`src/design/lif_pkg.sv`:
```
// lif_pkg: types, constants and helpers for the lan ipv4 ingress filter
// no dependencies; imported by lif_regs, lan_ipv4_ingress_filter and the test bench
package lif_pkg;

  // protocol numbers
  localparam logic [7:0] PROTO_ICMP = 8'd1;
  localparam logic [7:0] PROTO_TCP  = 8'd6;
  localparam logic [7:0] PROTO_UDP  = 8'd17;

  localparam logic [3:0] IP_VER4 = 4'd4;

  // octet limits used by the address tests
  localparam logic [7:0]  OCT_MCAST    = 8'd224;
  localparam logic [7:0]  OCT_PRIV     = 8'd192;
  localparam logic [7:0]  OCT_MIN_HOST = 8'd3;
  localparam logic [15:0] MID_BCAST    = 16'hffff;

  // path codes
  localparam logic [1:0] PATH_NONE = 2'd0;
  localparam logic [1:0] PATH_HOST = 2'd1;
  localparam logic [1:0] PATH_OWN  = 2'd2;

  // register file
  localparam int unsigned ADDR_W = 5;
  localparam int unsigned DATA_W = 32;

  typedef enum logic [2:0] {
    REG_LAN_ADDR    = 3'd0,
    REG_WLAN_ADDR   = 3'd1,
    REG_LOOP_ADDR   = 3'd2,
    REG_LAN_MASK    = 3'd3,
    REG_WLAN_MASK   = 3'd4,
    REG_LISTEN_PORT = 3'd5,
    REG_SERIAL_MODE = 3'd6,
    REG_UNUSED      = 3'd7
  } reg_idx_t;

  localparam logic [31:0] LOOP_ADDR_RST   = 32'h0100_007f;
  localparam logic [15:0] LISTEN_PORT_RST = 16'd20150;

  typedef struct packed {
    logic [31:0] lan_addr;
    logic [31:0] wlan_addr;
    logic [31:0] loop_addr;
    logic [31:0] lan_mask;
    logic [31:0] wlan_mask;
    logic [15:0] listen_port;
    logic        serial_mode;
  } cfg_t;

  typedef struct packed {
    logic [3:0]  ip_version;
    logic [7:0]  protocol;
    logic [31:0] src_addr;
    logic [31:0] dst_addr;
    logic [15:0] dest_port;
  } in_word_t;

  typedef struct packed {
    logic       accept;
    logic [1:0] path;
  } out_word_t;

  // compare flags carried from the first to the second stage
  typedef struct packed {
    logic ver_ok;
    logic serial;
    logic src_in_lan;
    logic src_last_ok;
    logic src_eq_lan;
    logic src_eq_wlan;
    logic src_eq_loop;
    logic dst_eq_loop;
    logic dst_in_lan;
    logic dst_masked_bad;
    logic dst_first_priv;
    logic dst_mid_ok;
    logic dst_last_ok;
    logic is_icmp;
    logic is_tcp;
    logic is_udp;
    logic port_blocked;
    logic port_is_listen;
  } flags_t;

  function automatic logic port_blocked(input logic [15:0] p);
    logic hit;
    case (p)
      16'd53, 16'd80, 16'd137, 16'd138, 16'd433, 16'd445,
      16'd5353, 16'd5355, 16'd8000, 16'd8080,
      16'd11711, 16'd3478, 16'd15712: hit = 1'b1;
      default: hit = 1'b0;
    endcase
    return hit;
  endfunction

endpackage

```
`src/design/lif_regs.sv`:
```
// lif_regs: apb-style configuration registers of the ingress filter
// depends on lif_pkg
module lif_regs (
  input  logic                        clk,
  input  logic                        rst_n,
  input  logic                        psel,
  input  logic                        penable,
  input  logic                        pwrite,
  input  logic [lif_pkg::ADDR_W-1:0]  paddr,
  input  logic [lif_pkg::DATA_W-1:0]  pwdata,
  output logic [lif_pkg::DATA_W-1:0]  prdata,
  output logic                        pready,
  output lif_pkg::cfg_t               cfg
);
  import lif_pkg::*;

  cfg_t     cfg_r;
  cfg_t     cfg_nxt;
  reg_idx_t idx;
  logic     wr_en;

  assign idx    = reg_idx_t'(paddr[ADDR_W-1:2]);
  assign wr_en  = psel & penable & pwrite;
  assign pready = 1'b1;
  assign cfg    = cfg_r;

  always_comb begin
    cfg_nxt = cfg_r;
    if (wr_en) begin
      case (idx)
        REG_LAN_ADDR:    cfg_nxt.lan_addr    = pwdata;
        REG_WLAN_ADDR:   cfg_nxt.wlan_addr   = pwdata;
        REG_LOOP_ADDR:   cfg_nxt.loop_addr   = pwdata;
        REG_LAN_MASK:    cfg_nxt.lan_mask    = pwdata;
        REG_WLAN_MASK:   cfg_nxt.wlan_mask   = pwdata;
        REG_LISTEN_PORT: cfg_nxt.listen_port = pwdata[15:0];
        REG_SERIAL_MODE: cfg_nxt.serial_mode = pwdata[0];
        default:         cfg_nxt = cfg_r;
      endcase
    end
  end

  always_comb begin
    case (idx)
      REG_LAN_ADDR:    prdata = cfg_r.lan_addr;
      REG_WLAN_ADDR:   prdata = cfg_r.wlan_addr;
      REG_LOOP_ADDR:   prdata = cfg_r.loop_addr;
      REG_LAN_MASK:    prdata = cfg_r.lan_mask;
      REG_WLAN_MASK:   prdata = cfg_r.wlan_mask;
      REG_LISTEN_PORT: prdata = {16'd0, cfg_r.listen_port};
      REG_SERIAL_MODE: prdata = {31'd0, cfg_r.serial_mode};
      default:         prdata = '0;
    endcase
  end

  always_ff @(posedge clk) begin
    if (!rst_n) begin
      cfg_r.lan_addr    <= '0;
      cfg_r.wlan_addr   <= '0;
      cfg_r.loop_addr   <= LOOP_ADDR_RST;
      cfg_r.lan_mask    <= '0;
      cfg_r.wlan_mask   <= '0;
      cfg_r.listen_port <= LISTEN_PORT_RST;
      cfg_r.serial_mode <= 1'b0;
    end else begin
      cfg_r <= cfg_nxt;
    end
  end

endmodule

```
`src/design/lan_ipv4_ingress_filter.sv`:
```
// lan_ipv4_ingress_filter: top level, three-stage header classification pipeline
// depends on lif_pkg and lif_regs
//
// Judges one parsed ipv4 header per word and returns one result word (accept,
// path) for each, in order. The pipeline has three register stages: address,
// mask and port compares; rule combination into path and verdict; output
// register. A word can be taken every cycle while the output is not stalled,
// so sustained rate is one word per clock; each word passes the stage registers
// in order before out_valid. Each stage advances when the stage after it is
// empty or moving, so a stall at the output fills the empty stages before
// in_ready falls; nothing is dropped or repeated. Configuration is an apb-style
// port, registers at byte offsets 4*i; write it only while no word is in flight.
module lan_ipv4_ingress_filter (
  input  logic                        clk,
  input  logic                        rst_n,
  // input word channel
  input  logic                        in_valid,
  output logic                        in_ready,
  input  lif_pkg::in_word_t           in_data,
  // result word channel
  output logic                        out_valid,
  input  logic                        out_ready,
  output lif_pkg::out_word_t          out_data,
  // configuration port
  input  logic                        psel,
  input  logic                        penable,
  input  logic                        pwrite,
  input  logic [lif_pkg::ADDR_W-1:0]  paddr,
  input  logic [lif_pkg::DATA_W-1:0]  pwdata,
  output logic [lif_pkg::DATA_W-1:0]  prdata,
  output logic                        pready
);
  import lif_pkg::*;

  cfg_t cfg;

  lif_regs u_regs (
    .clk     (clk),
    .rst_n   (rst_n),
    .psel    (psel),
    .penable (penable),
    .pwrite  (pwrite),
    .paddr   (paddr),
    .pwdata  (pwdata),
    .prdata  (prdata),
    .pready  (pready),
    .cfg     (cfg)
  );

  // stage valids and handshake
  logic v1_r, v1_nxt;
  logic v2_r, v2_nxt;
  logic v3_r, v3_nxt;
  logic adv1, adv2, adv3;

  assign adv3     = !v3_r || out_ready;
  assign adv2     = !v2_r || adv3;
  assign adv1     = !v1_r || adv2;
  assign in_ready = adv1;

  assign v1_nxt = adv1 ? in_valid : v1_r;
  assign v2_nxt = adv2 ? v1_r : v2_r;
  assign v3_nxt = adv3 ? v2_r : v3_r;

  always_ff @(posedge clk) begin
    if (!rst_n) begin
      v1_r <= 1'b0;
      v2_r <= 1'b0;
      v3_r <= 1'b0;
    end else begin
      v1_r <= v1_nxt;
      v2_r <= v2_nxt;
      v3_r <= v3_nxt;
    end
  end

  // stage 1: all compares against the header and the registers
  flags_t      fl_nxt;
  flags_t      fl_r;
  logic [31:0] lan_net;
  logic [31:0] dst_lan_masked;
  logic [31:0] dst_wlan_masked;
  logic [7:0]  serial_m;

  assign lan_net         = cfg.lan_mask & cfg.lan_addr;
  assign dst_lan_masked  = cfg.lan_mask & in_data.dst_addr;
  assign dst_wlan_masked = cfg.wlan_mask & in_data.dst_addr;
  assign serial_m        = dst_lan_masked[7:0];

  always_comb begin
    fl_nxt.ver_ok      = (in_data.ip_version == IP_VER4);
    fl_nxt.serial      = cfg.serial_mode;
    fl_nxt.src_in_lan  = ((cfg.lan_mask & in_data.src_addr) == lan_net);
    fl_nxt.src_last_ok = (in_data.src_addr[31:24] >= OCT_MIN_HOST);
    fl_nxt.src_eq_lan  = (in_data.src_addr == cfg.lan_addr);
    fl_nxt.src_eq_wlan = (in_data.src_addr == cfg.wlan_addr);
    fl_nxt.src_eq_loop = (in_data.src_addr == cfg.loop_addr);
    fl_nxt.dst_eq_loop = (in_data.dst_addr == cfg.loop_addr);
    fl_nxt.dst_in_lan  = (dst_lan_masked == lan_net);
    // masked destination below multicast and not the private 192 octet;
    // serial builds look at the first octet under the lan mask only
    if (cfg.serial_mode) begin
      fl_nxt.dst_masked_bad = (serial_m < OCT_MCAST) && (serial_m != OCT_PRIV);
    end else begin
      fl_nxt.dst_masked_bad = (dst_wlan_masked < {24'd0, OCT_MCAST}) &&
                              (dst_wlan_masked != {24'd0, OCT_PRIV});
    end
    fl_nxt.dst_first_priv = (in_data.dst_addr[7:0] == OCT_PRIV);
    fl_nxt.dst_mid_ok     = (in_data.dst_addr[23:8] != MID_BCAST);
    fl_nxt.dst_last_ok    = (in_data.dst_addr[31:24] >= OCT_MIN_HOST);
    fl_nxt.is_icmp        = (in_data.protocol == PROTO_ICMP);
    fl_nxt.is_tcp         = (in_data.protocol == PROTO_TCP);
    fl_nxt.is_udp         = (in_data.protocol == PROTO_UDP);
    fl_nxt.port_blocked   = port_blocked(in_data.dest_port);
    fl_nxt.port_is_listen = (in_data.dest_port == cfg.listen_port);
  end

  always_ff @(posedge clk) begin
    if (adv1) begin
      fl_r <= fl_nxt;
    end
  end

  // stage 2: rule combination
  out_word_t res_nxt;
  out_word_t res_r;
  logic      host_path;
  logic      host_drop;
  logic      host_acc;
  logic      own_src;
  logic      own_dst_ok;
  logic      own_acc;

  always_comb begin
    host_path = fl_r.src_in_lan && fl_r.src_last_ok;
    // wireless address only counts outside serial builds
    host_drop = fl_r.src_eq_lan || fl_r.src_eq_loop || fl_r.dst_eq_loop ||
                fl_r.dst_in_lan || fl_r.dst_masked_bad ||
                (!fl_r.serial && fl_r.src_eq_wlan);
    host_acc  = !host_drop && (fl_r.is_icmp || (fl_r.is_udp && !fl_r.port_blocked));

    own_src    = fl_r.src_eq_lan || (!fl_r.serial && fl_r.src_eq_wlan);
    own_dst_ok = fl_r.dst_first_priv && fl_r.dst_mid_ok && fl_r.dst_last_ok &&
                 !fl_r.dst_in_lan;
    own_acc    = own_dst_ok && ((fl_r.is_udp && !fl_r.port_is_listen) ||
                                fl_r.is_tcp || fl_r.is_icmp);

    if (!fl_r.ver_ok) begin
      res_nxt.path   = PATH_NONE;
      res_nxt.accept = 1'b0;
    end else if (host_path) begin
      res_nxt.path   = PATH_HOST;
      res_nxt.accept = host_acc;
    end else if (own_src) begin
      res_nxt.path   = PATH_OWN;
      res_nxt.accept = own_acc;
    end else begin
      res_nxt.path   = PATH_NONE;
      res_nxt.accept = 1'b0;
    end
  end

  always_ff @(posedge clk) begin
    if (adv2) begin
      res_r <= res_nxt;
    end
  end

  // stage 3: output register
  out_word_t out_r;

  always_ff @(posedge clk) begin
    if (adv3) begin
      out_r <= res_r;
    end
  end

  assign out_valid = v3_r;
  assign out_data  = out_r;

`ifndef NO_ASSERTIONS
  // a dropped input means every stage is full
  a_full_when_blocked: assert property (@(posedge clk) disable iff (!rst_n)
    !in_ready |-> (v1_r && v2_r && v3_r))
    else $error("in_ready low with an empty stage");

  // an accepted word always lands in stage 1
  a_accept_lands: assert property (@(posedge clk) disable iff (!rst_n)
    (in_valid && in_ready) |=> v1_r)
    else $error("accepted word lost at stage 1");

  // a full stage 2 facing a stalled output keeps its word
  a_stage2_holds: assert property (@(posedge clk) disable iff (!rst_n)
    (v2_r && v3_r && !out_ready) |=> (v2_r && $stable(res_r)))
    else $error("stage 2 word changed under stall");

  // accepted packets always name a path, and the code stays in range
  a_accept_has_path: assert property (@(posedge clk) disable iff (!rst_n)
    (out_valid && out_data.accept) |->
      (out_data.path == PATH_HOST || out_data.path == PATH_OWN))
    else $error("accepted packet without a path");

  a_path_range: assert property (@(posedge clk) disable iff (!rst_n)
    out_valid |-> (out_data.path != 2'd3))
    else $error("path code out of range");
`endif

endmodule

```
`config.mk`:
```
export PLATFORM = sky130hd
export DESIGN_NAME = lan_ipv4_ingress_filter
export DESIGN_NICKNAME = d
export VERILOG_FILES = /design/src/design/lif_pkg.sv /design/src/design/lif_regs.sv /design/src/design/lan_ipv4_ingress_filter.sv
export SDC_FILE = /design/constraint.sdc
export NUM_CORES = 1
export LEC_CHECK = 0
export BUFFER_PORTS_ARGS = -buffer_cell sky130_fd_sc_hd__buf_2
export CAP_MARGIN = 0
export CORE_UTILIZATION = 47
export CTS_CLUSTER_DIAMETER = 150
export CTS_CLUSTER_SIZE = 25
export DETAILED_ROUTE_END_ITERATION = 16
export PLACE_DENSITY = 0.64
export REMOVE_ABC_BUFFERS = 1
export SYNTH_ARGS = -nofsm -noshare
export SYNTH_HDL_FRONTEND = slang
export SYNTH_SLANG_ARGS = --single-unit
export TNS_END_PERCENT = 100
```
`constraint.sdc`:
```
create_clock -name clk -period 4.3 [get_ports clk]
set_clock_uncertainty 0.2 [all_clocks]
set_input_delay 0.215 -clock clk [delete_from_list [all_inputs] [get_ports clk]]
set_output_delay 0.215 -clock clk [all_outputs]
set_load 0.005 [all_outputs]
```
==> results of run 1 <==
power by group through the flow:
stage / clock, mW / combinational, mW / sequential, mW
finish: 1.27 / 0.469 / 1.96
global route: 1.34 / 0.494 / 1.97
floorplan: 0 / 0.166 / 2.00
detailed placement: 0 / 0.424 / 2.01
global placement: 0 / 0.424 / 2.01
CTS: 1.27 / 0.459 / 1.96
synth_stat cells, types with 2 or more instances:
cell type / instances / area (sq um)
xor2_1: 162 / 1420
nor4_1: 40 / 250
nor2_1: 11 / 41.3
or4_1: 4 / 30.0
buf_2: 28 / 140
o21ai_0: 2 / 10.0
nand3_1: 41 / 205
a221o_1: 15 / 150
nor2_8: 2 / 40.0
dfxtp_1: 180 / 3600
a222oi_1: 4 / 40.0
buf_1: 2 / 7.51
nor4bb_1: 3 / 30.0
a21oi_1: 5 / 25.0
xnor2_1: 16 / 140
nor4b_1: 3 / 26.3
buf_6: 10 / 113
a22oi_1: 77 / 578
a211oi_1: 3 / 22.5
a221oi_1: 7 / 61.3
nor3_1: 5 / 25.0
a21boi_0: 17 / 128
and3_1: 7 / 43.8
nand2_1: 388 / 1460
edfxtp_1: 24 / 721
nor2b_1: 8 / 50.1
buf_4: 7 / 52.6
nand2_2: 2 / 12.5
nand4_1: 27 / 169
inv_1: 4 / 15.0
a22o_1: 7 / 61.3
and2_1: 6 / 37.5
mux2i_1: 18 / 180
clkbuf_1: 38 / 143
o21ai_1: 16 / 80.1
o311ai_0: 2 / 17.5
a21boi_1: 143 / 1070
per-layer routing:
metal / routed length [microns] / vias to the layer above
met2: 20800 / 549
met3: 3130 / 83
met1: 19000 / 5318
met5: 0 / -
met4: 1450 / 0
li1: - / 5054
logic make-up (layout without fill, tap and decap cells):
logic type	count (synthesis)	in the layout	synth area share (%)
xor gates and xnor gates	178	178	13.7
muxes	18	18	1.59
other	1	1	0.0331
AOI/OAI and AO/OA	306	306	20.4
DFF	204	204	38.1
and+or+nand+nor	556	556	22.0
buffers and inverters	90	259	4.18
worst paths after layout:
path | depth (start not counted) | startpoint | endpoint
max | 5 | out_ready | in_ready
min | 3 | in_data[78] | fl_r[14]$_DFFE_PP_
max reg2reg | 2 | out_valid$_SDFFE_PN0P_ | fl_r[3]$_DFFE_PP_
min reg2reg | 0 | res_r[0]$_SDFFCE_PN0P_ | out_data[0]$_DFFE_PP_
state kept, by name, indices dropped and copies added, names as in the netlist:
| register | count |
|---|---|
| out_data | 3 |
| out_valid | 1 |
| u_regs.cfg | 177 |
| res_r | 3 |
| v1_r | 1 |
| v2_r | 1 |
| fl_r | 18 |
tightest hold or removal path, cell delays in order:
cell	delay, ns
buf_2	0.14
nor4_1	0.06
nand2_1	0.13
layout make-up:
type | count | area share, %
Clock buffer | 17 | 2.58
Clock inverter | 1 | 0.228
Tap cell | 319 | 3.03
Inverter | 5 | 0.142
Multi-Input combinational cell | 1059 | 49.7
Timing Repair Buffer | 236 | 11.5
Sequential cell | 204 | 32.8
==> reports/metrics.csv, run 1 <==
stage;metric;value;unit
clock_network;clockRootBuffer;clkbuf_16;
drt;via_count;11000;
pwr;power_density;281;mW/mm^2
synthesis;ys_ff_latch;204;
synthesis;ys_warn_count;0;
pwr;intPower;2.70;mW
clock_network;ctsHoldBuffers;54;
pwr;p_seq_share;53.0;%
pwr;switching_share;27.3;%
layout;final_cell_mix;388 x nand2_1, 180 x dfxtp_1, 169 x buf_2, 162 x xor2_1, 143 x a21boi_1;
timing;rsz0062_at_grt;false;
layout;num_antenna_cells;0;
worst_setup_path;crit_slowest_cell;nand3_1;
layout;drive_gt1_share;13.5;%
clock_network;cts_resized;0;
layout;multi_input_area;0.00655;sq mm
layout;syn_to_final_growth;16.2;%
synthesis;synth-edff-count;24;
clock_network;clock-sinks;204;
timing;relSlewSlack;27.5;%
flow_run;max_cap_violations;0;
grt;use_met1;47.9;%
synthesis;syn_avg_cell_area;8.39;sq um
floorplan;dieWidth;157;microns
synthesis;synth_ff_type;dfxtp_1;
drt;route.detailed.drc;0;
layout;fill_cells;2261;
pwr;leakagePower;5.28;nW
worst_setup_path;cp_top_family;simple AND/OR/NAND/NOR gates;
clock_network;cts_tree;yes;
layout;stdcell_area;0.0132;sq mm
worst_setup_path;endpoint_kind;primary output;
drt;drt_iter0_markers;1174;
worst_setup_path;cp_max_fo;20;
grt;grtUsageMet2;60.1;%
clock_network;insertion_delay;0.50;ns
worst_setup_path;cp.required;3.88;ns
synthesis;synthCells;1353;
placed_design;port_buffers;170;
worst_setup_path;crit_top_cell;buf_2;
clock_network;cts_setup_buffers;0;
synthesis;synthArstFlopShare;0;%
grt;grt_max_degree;93;
floorplan;io_pins;174;
layout;final_util;56.0;%
worst_setup_path;cp-start-kind;primary input;
grt;grt_pass1_wl;65500;microns
min_path;hp-class;in -> reg;
floorplan;rows;56;
timing;min_period_over_period;64.2;%
timing;finalCriticalPeriod;2.76;ns
timing;hold_slack;0.00263;ns
timing;hold_viol;0;
synthesis;yosysSeqAreaShare;38.1;%
floorplan;dieArea;0.0248;sq mm
placed_design;post-place-ws;1.32;ns
timing;slew_viol_final;0;
floorplan;die_h;157;microns
grt;grt_util_all_layers;35.9;%
placed_design;placed_cell_area;0.0123;sq mm
grt;grtUsageMet3;3.74;%
pwr;peakVddDrop;246;uV
layout;stdcell_count;1841;
worst_setup_path;crit_type;in -> out;
timing;fmax;362;MHz
synthesis;mappedNetlistArea;0.0113;sq mm
clock_network;ctsLongestPathBuffers;3;
timing;fin_ws;1.54;ns
pwr;total_power;3.71;mW
placed_design;place_inst;1769;
worst_setup_path;reg2reg_slack;2.12;ns
worst_setup_path;path_cells;dlygate4sd3_1, buf_2, nor2b_1, nand3_1, buf_2;
layout;final_net_count;1654;
floorplan;start_util;48.2;%
timing;fin_tns_setup;0;ns
clock_network;htreeDepth;1;
worst_setup_path;critPathMaxStageDelay;0.81;ns
drt;drtPass1Iterations;5;
synthesis;yosysUniqueCellTypes;56;
grt;grt_pass1_vias;10700;
worst_setup_path;worstPathArrival;2.35;ns
floorplan;fp.coreArea;0.0235;sq mm
grt;grt-ovfl-total;0;
pwr;p_switching;1.01;mW
drt;wl_per_cell;24.1;microns
run_status;status;completed;
layout;final_common_cell;nand2_1;
drt;drt-vias-per-instance;5.98;
worst_setup_path;crit_buf_inv;3;
grt;antenna_found_initial;0;
placed_design;gp_congestion;1.00;
placed_design;dp_hpwl;32800;microns
pwr;pwr-share-clk;34.4;%
timing;setup_viol_count_final;0;
drt;wirelength;44300;microns
layout;seq_area;0.00432;sq mm
clock_network;clk_pin_slew_worst_paths;0.10;ns
clock_network;cts_made_buffers;12;
drt;postRouteAntennaNets;0;
timing;tightest_slew;1.09;ns
pwr;combPwrFrac;12.6;%
grt;busiest_layer;met2;
Power figures use the tool's default switching activity.
==> run 2: changes to the inputs <==
clock period = 2.59 ns   (was 4.3 ns; I/O delays follow)
==> reports/metrics.csv, run 2 (synthesis gave the netlist of run 1 again) <==
stage;metric;value;unit
run_status;status;completed;
pwr;peakVddDrop;351;uV
placed_design;port_buffers;170;
floorplan;rows;56;
grt;grt_pass1_wl;65900;microns
timing;fin_tns_setup;0;ns
layout;syn_to_final_growth;18.1;%
floorplan;fp.coreArea;0.0235;sq mm
layout;num_antenna_cells;0;
timing;tightest_slew;0.748;ns
placed_design;place_inst;1788;
floorplan;dieArea;0.0248;sq mm
worst_setup_path;crit_top_cell;dlygate4sd3_1;
grt;grt_pass1_vias;10300;
worst_setup_path;cp_top_family;buffers and inverters;
layout;stdcell_count;1869;
placed_design;gp_congestion;0.980;
drt;drtPass1Iterations;5;
clock_network;cts_made_buffers;12;
timing;slew_viol_final;0;
worst_setup_path;endpoint_kind;flop;
pwr;leakagePower;5.40;nW
grt;grt-ovfl-total;0;
layout;largest_reg_flops;177;
drt;wl_per_cell;24.2;microns
worst_setup_path;path_cells;xnor2_1, nand4_1, dlygate4sd3_1, nor4_1, dlygate4sd3_1;
min_path;hp-class;in -> reg;
worst_setup_path;cp-start-kind;flop;
clock_network;htreeDepth;1;
floorplan;start_util;48.2;%
timing;fmax;394;MHz
pwr;power_density;462;mW/mm^2
layout;fill_cells;2258;
floorplan;dieWidth;157;microns
timing;setup_viol_count_final;0;
worst_setup_path;crit_slowest_cell;dlygate4sd3_1;
floorplan;io_pins;174;
drt;drt_iter0_markers;1108;
layout;final_cell_mix;388 x nand2_1, 179 x dfxtp_1, 169 x buf_2, 162 x xor2_1, 143 x a21boi_1;
worst_setup_path;critPathMaxStageDelay;0.59;ns
clock_network;insertion_delay;0.51;ns
clock_network;clockRootBuffer;clkbuf_16;
drt;via_count;11100;
drt;wirelength;45300;microns
worst_setup_path;cp.required;2.77;ns
drt;postRouteAntennaNets;0;
clock_network;clock-sinks;204;
timing;rsz0062_at_grt;false;
worst_setup_path;crit_buf_inv;2;
grt;grt_max_degree;83;
clock_network;cts_tree;yes;
clock_network;clk_pin_slew_worst_paths;0.11;ns
grt;antenna_found_initial;0;
timing;min_period_over_period;98.1;%
timing;hold_viol;0;
timing;finalCriticalPeriod;2.54;ns
grt;grt_util_all_layers;36.4;%
layout;final_util;56.9;%
layout;final_net_count;1682;
layout;final_common_cell;nand2_1;
layout;drive_gt1_share;14.5;%
placed_design;dp_hpwl;33900;microns
clock_network;ctsLongestPathBuffers;3;
worst_setup_path;cp_max_fo;3;
worst_setup_path;worstPathArrival;2.72;ns
floorplan;die_h;157;microns
drt;route.detailed.drc;0;
flow_run;max_cap_violations;0;
timing;relSlewSlack;49.7;%
drt;drt-vias-per-instance;5.92;
worst_setup_path;crit_type;reg -> reg;
==> run 2: changes by cell type in the layout (fill, tap and decap cells not counted) <==
cell           before  now
and3_2              2    0
dlygate4sd3_1      54   63
buf_4              10   30
dfxtp_1           180  179
dfxtp_2             0    1
and3_1              5    7
buf_12              3    2
==> run 2: worst register-to-register path, stage by stage, from the launching register on <==
cell and delay, ns:
dfxtp_1 0.50, xnor2_1 0.16, nand4_1 0.10, dlygate4sd3_1 0.58, nor4_1 0.28, dlygate4sd3_1 0.59
==> run 2: where the power goes <==
part	total [mW]	internal [mW]	switching, mW
Clock	2.14	0.951	1.19
Sequential	3.26	3.22	0.0373
Combinational	0.796	0.313	0.483
==> run 2: path summary, 6_finish.rpt <==
| path | from | end | slack, ns | cells after the start |
|---|---|---|---|---|
| worst max-delay path | u_regs.cfg[14]$_SDFFE_PN0P_ | fl_r[0]$_DFFE_PP_ | 0.05 | 5 |
| worst min-delay path | in_data[27] | fl_r[8]$_DFFE_PP_ | 0.03 | 4 |
| worst max register to register | u_regs.cfg[14]$_SDFFE_PN0P_ | fl_r[0]$_DFFE_PP_ | 0.05 | 5 |
| worst min register to register | res_r[0]$_SDFFCE_PN0P_ | out_data[0]$_DFFE_PP_ | 0.23 | 0 |
==> run 2: what timing repair did <==
item                                   in CTS  in global routing
setup endpoints to repair                   0                  3
hold buffers                               63                  0
endpoints found under the hold margin     197                  0
setup buffers                               0                  0
resized for setup                           0                  2
==> run 2: through the flow <==
stage | cell area [sq um] | setup WS, ns | total power, mW | hold WS [ns]
global route | 13400 | 0.0114 | 6.34 | 0.0554
detailed placement | 12400 | 0.576 | 4.04 | 0.188
global placement | 12400 | 0.625 | 4.04 | 0.193
finish | 13400 | 0.0503 | 6.20 | 0.0312
CTS | 13400 | 0.0982 | 6.18 | 0.0267
floorplan | 10900 | 0.416 | 3.59 | 0.00133
==> run 2: layout make-up <==
| class | count | area, sq um | area share, % |
|---|---|---|---|
| Timing Repair Buffer | 264 | 1740 | 13.0 |
| Inverter | 5 | 18.8 | 0.140 |
| Clock inverter | 1 | 30.0 | 0.224 |
| Sequential cell | 204 | 4330 | 32.3 |
| Multi-Input combinational cell | 1059 | 6550 | 48.9 |
| Clock buffer | 17 | 340 | 2.54 |
| Tap cell | 319 | 399 | 2.98 |
==> run 2: routing by layer <==
layer	vias to the layer above	part of all wire (%)	GRT usage [%]
met3	72	7.1	3.58
met1	5369	43	49.3
met4	0	2.7	9.52
met5	-	0	0
li1	5108	-	-
met2	520	47	61.5
==> run 3: changes to the inputs <==
SETUP_SLACK_MARGIN = 0.1   (was default)
==> reports/metrics.csv, run 3 (synthesis gave the netlist of run 1 again) <==
stage;metric;value;unit
worst_setup_path;cp_max_fo;4;
placed_design;gp_congestion;0.980;
layout;final_cell_mix;388 x nand2_1, 180 x dfxtp_1, 168 x buf_2, 162 x xor2_1, 143 x a21boi_1;
clock_network;clk_pin_slew_worst_paths;0.12;ns
timing;rsz0062_at_grt;false;
clock_network;cts_made_buffers;12;
timing;min_period_over_period;95.4;%
drt;route.detailed.drc;0;
timing;fin_tns_setup;0;ns
layout;drive_gt1_share;14.3;%
timing;tightest_slew;0.761;ns
placed_design;place_inst;1788;
pwr;intPower;4.49;mW
timing;finalCriticalPeriod;2.47;ns
pwr;pwr-share-clk;34.5;%
timing;slew_viol_final;0;
clock_network;insertion_delay;0.51;ns
drt;wl_met2;21500;microns
grt;grt_pass1_wl;66000;microns
timing;fmax;405;MHz
worst_setup_path;cp.required;2.67;ns
layout;largest_reg_flops;177;
layout;stdcell_count;1874;
pwr;p_switching;1.71;mW
floorplan;io_pins;174;
pwr;power_density;461;mW/mm^2
floorplan;fp.coreArea;0.0235;sq mm
clock_network;clockRootBuffer;clkbuf_16;
floorplan;dieArea;0.0248;sq mm
timing;hold_viol;0;
worst_setup_path;crit_type;in -> reg;
drt;via_count;11200;
drt;drt_iter0_markers;1058;
clock_network;cts_tree;yes;
pwr;combPwrFrac;12.9;%
placed_design;port_buffers;170;
floorplan;die_h;157;microns
flow_run;max_cap_violations;0;
drt;postRouteAntennaNets;0;
drt;wl_met3;3190;microns
run_status;status;completed;
pwr;peakVddDrop;362;uV
drt;drt-vias-per-instance;5.95;
layout;final_common_cell;nand2_1;
layout;num_antenna_cells;0;
grt;grt_pass1_vias;10300;
floorplan;dieWidth;157;microns
timing;relSlewSlack;48.8;%
min_path;hp-class;in -> reg;
layout;syn_to_final_growth;18.6;%
drt;top_layer_used;met4;
floorplan;start_util;48.2;%
drt;wl_per_cell;24.2;microns
clock_network;cts_setup_buffers;0;
pwr;switching_share;27.6;%
grt;grt_max_degree;83;
layout;final_net_count;1687;
floorplan;rows;56;
grt;grt-ovfl-total;0;
worst_setup_path;worstPathArrival;2.55;ns
worst_setup_path;cp-start-kind;primary input;
clock_network;htreeDepth;1;
clock_network;ctsLongestPathBuffers;3;
worst_setup_path;endpoint_kind;flop;
placed_design;post-place-ws;0.576;ns
placed_design;dp_hpwl;33900;microns
pwr;p_seq_share;52.5;%
grt;antenna_found_initial;0;
drt;wl_met1;19500;microns
layout;final_util;57.1;%
clock_network;clock-sinks;204;
pwr;leakagePower;5.41;nW
timing;setup_viol_count_final;0;
grt;grt_util_all_layers;36.4;%
timing;fin_ws;0.120;ns
drt;drtPass1Iterations;6;
drt;wirelength;45400;microns
run 3: power groups by stage:
| stage | Clock [mW] | Sequential, mW | Combinational [mW] |
|---|---|---|---|
| finish | 2.14 | 3.26 | 0.802 |
| global route | 2.24 | 3.26 | 0.842 |
| CTS | 2.15 | 3.26 | 0.780 |
| detailed placement | 0 | 3.33 | 0.712 |
| global placement | 0 | 3.33 | 0.713 |
| floorplan | 0 | 3.32 | 0.276 |
run 3: path summary, 6_finish.rpt:
check | from | to | slack, ns | depth (start not counted)
min reg2reg | res_r[0]$_SDFFCE_PN0P_ | out_data[0]$_DFFE_PP_ | 0.23 | 0
max | in_data[36] | fl_r[6]$_DFFE_PP_ | 0.12 | 6
max reg2reg | u_regs.cfg[1]$_SDFFE_PN0P_ | fl_r[0]$_DFFE_PP_ | 0.53 | 4
min | in_data[24] | fl_r[8]$_DFFE_PP_ | 0.03 | 4
run 3: final cells by class:
type | count | area, sq um
clock buffer | 17 | 340
clock inverter | 1 | 30.0
fill | 2253 | 10100
inverter | 5 | 18.8
multi-input combinational | 1059 | 6550
sequential | 204 | 4320
tap | 319 | 399
timing repair buffer | 269 | 1790
run 3: metal layers:
| layer | GRT usage, % | up-vias |
|---|---|---|
| met2 | 61.6 | 531 |
| li1 | - | 5131 |
| met1 | 49.3 | 5413 |
| met4 | 9.52 | 0 |
| met5 | 0 | - |
| met3 | 3.58 | 76 |
run 3: metrics by stage:
step                      power [mW]  instance area (sq um)  hold slack (ns)
after detailed placement        4.04                  12400            0.188
after global placement          4.04                  12400            0.193
after CTS                       6.18                  13500           0.0267
final                           6.20                  13500           0.0272
after floorplan                 3.59                  10900          0.00133
after global routing            6.35                  13500           0.0554
run 3: timing repair:
action / in CTS / in global routing
resized for setup: 0 / 1
hold endpoints to repair: 197 / 0
hold buffers: 68 / 0
setup endpoints to repair: 0 / 1
run 3: worst max-delay path: stages:
cell and delay (ns):
dlygate4sd3_1 0.54, buf_4 0.15, nand4_1 0.09, dlygate4sd3_1 0.56, or4_1 0.51, dlygate4sd3_1 0.57
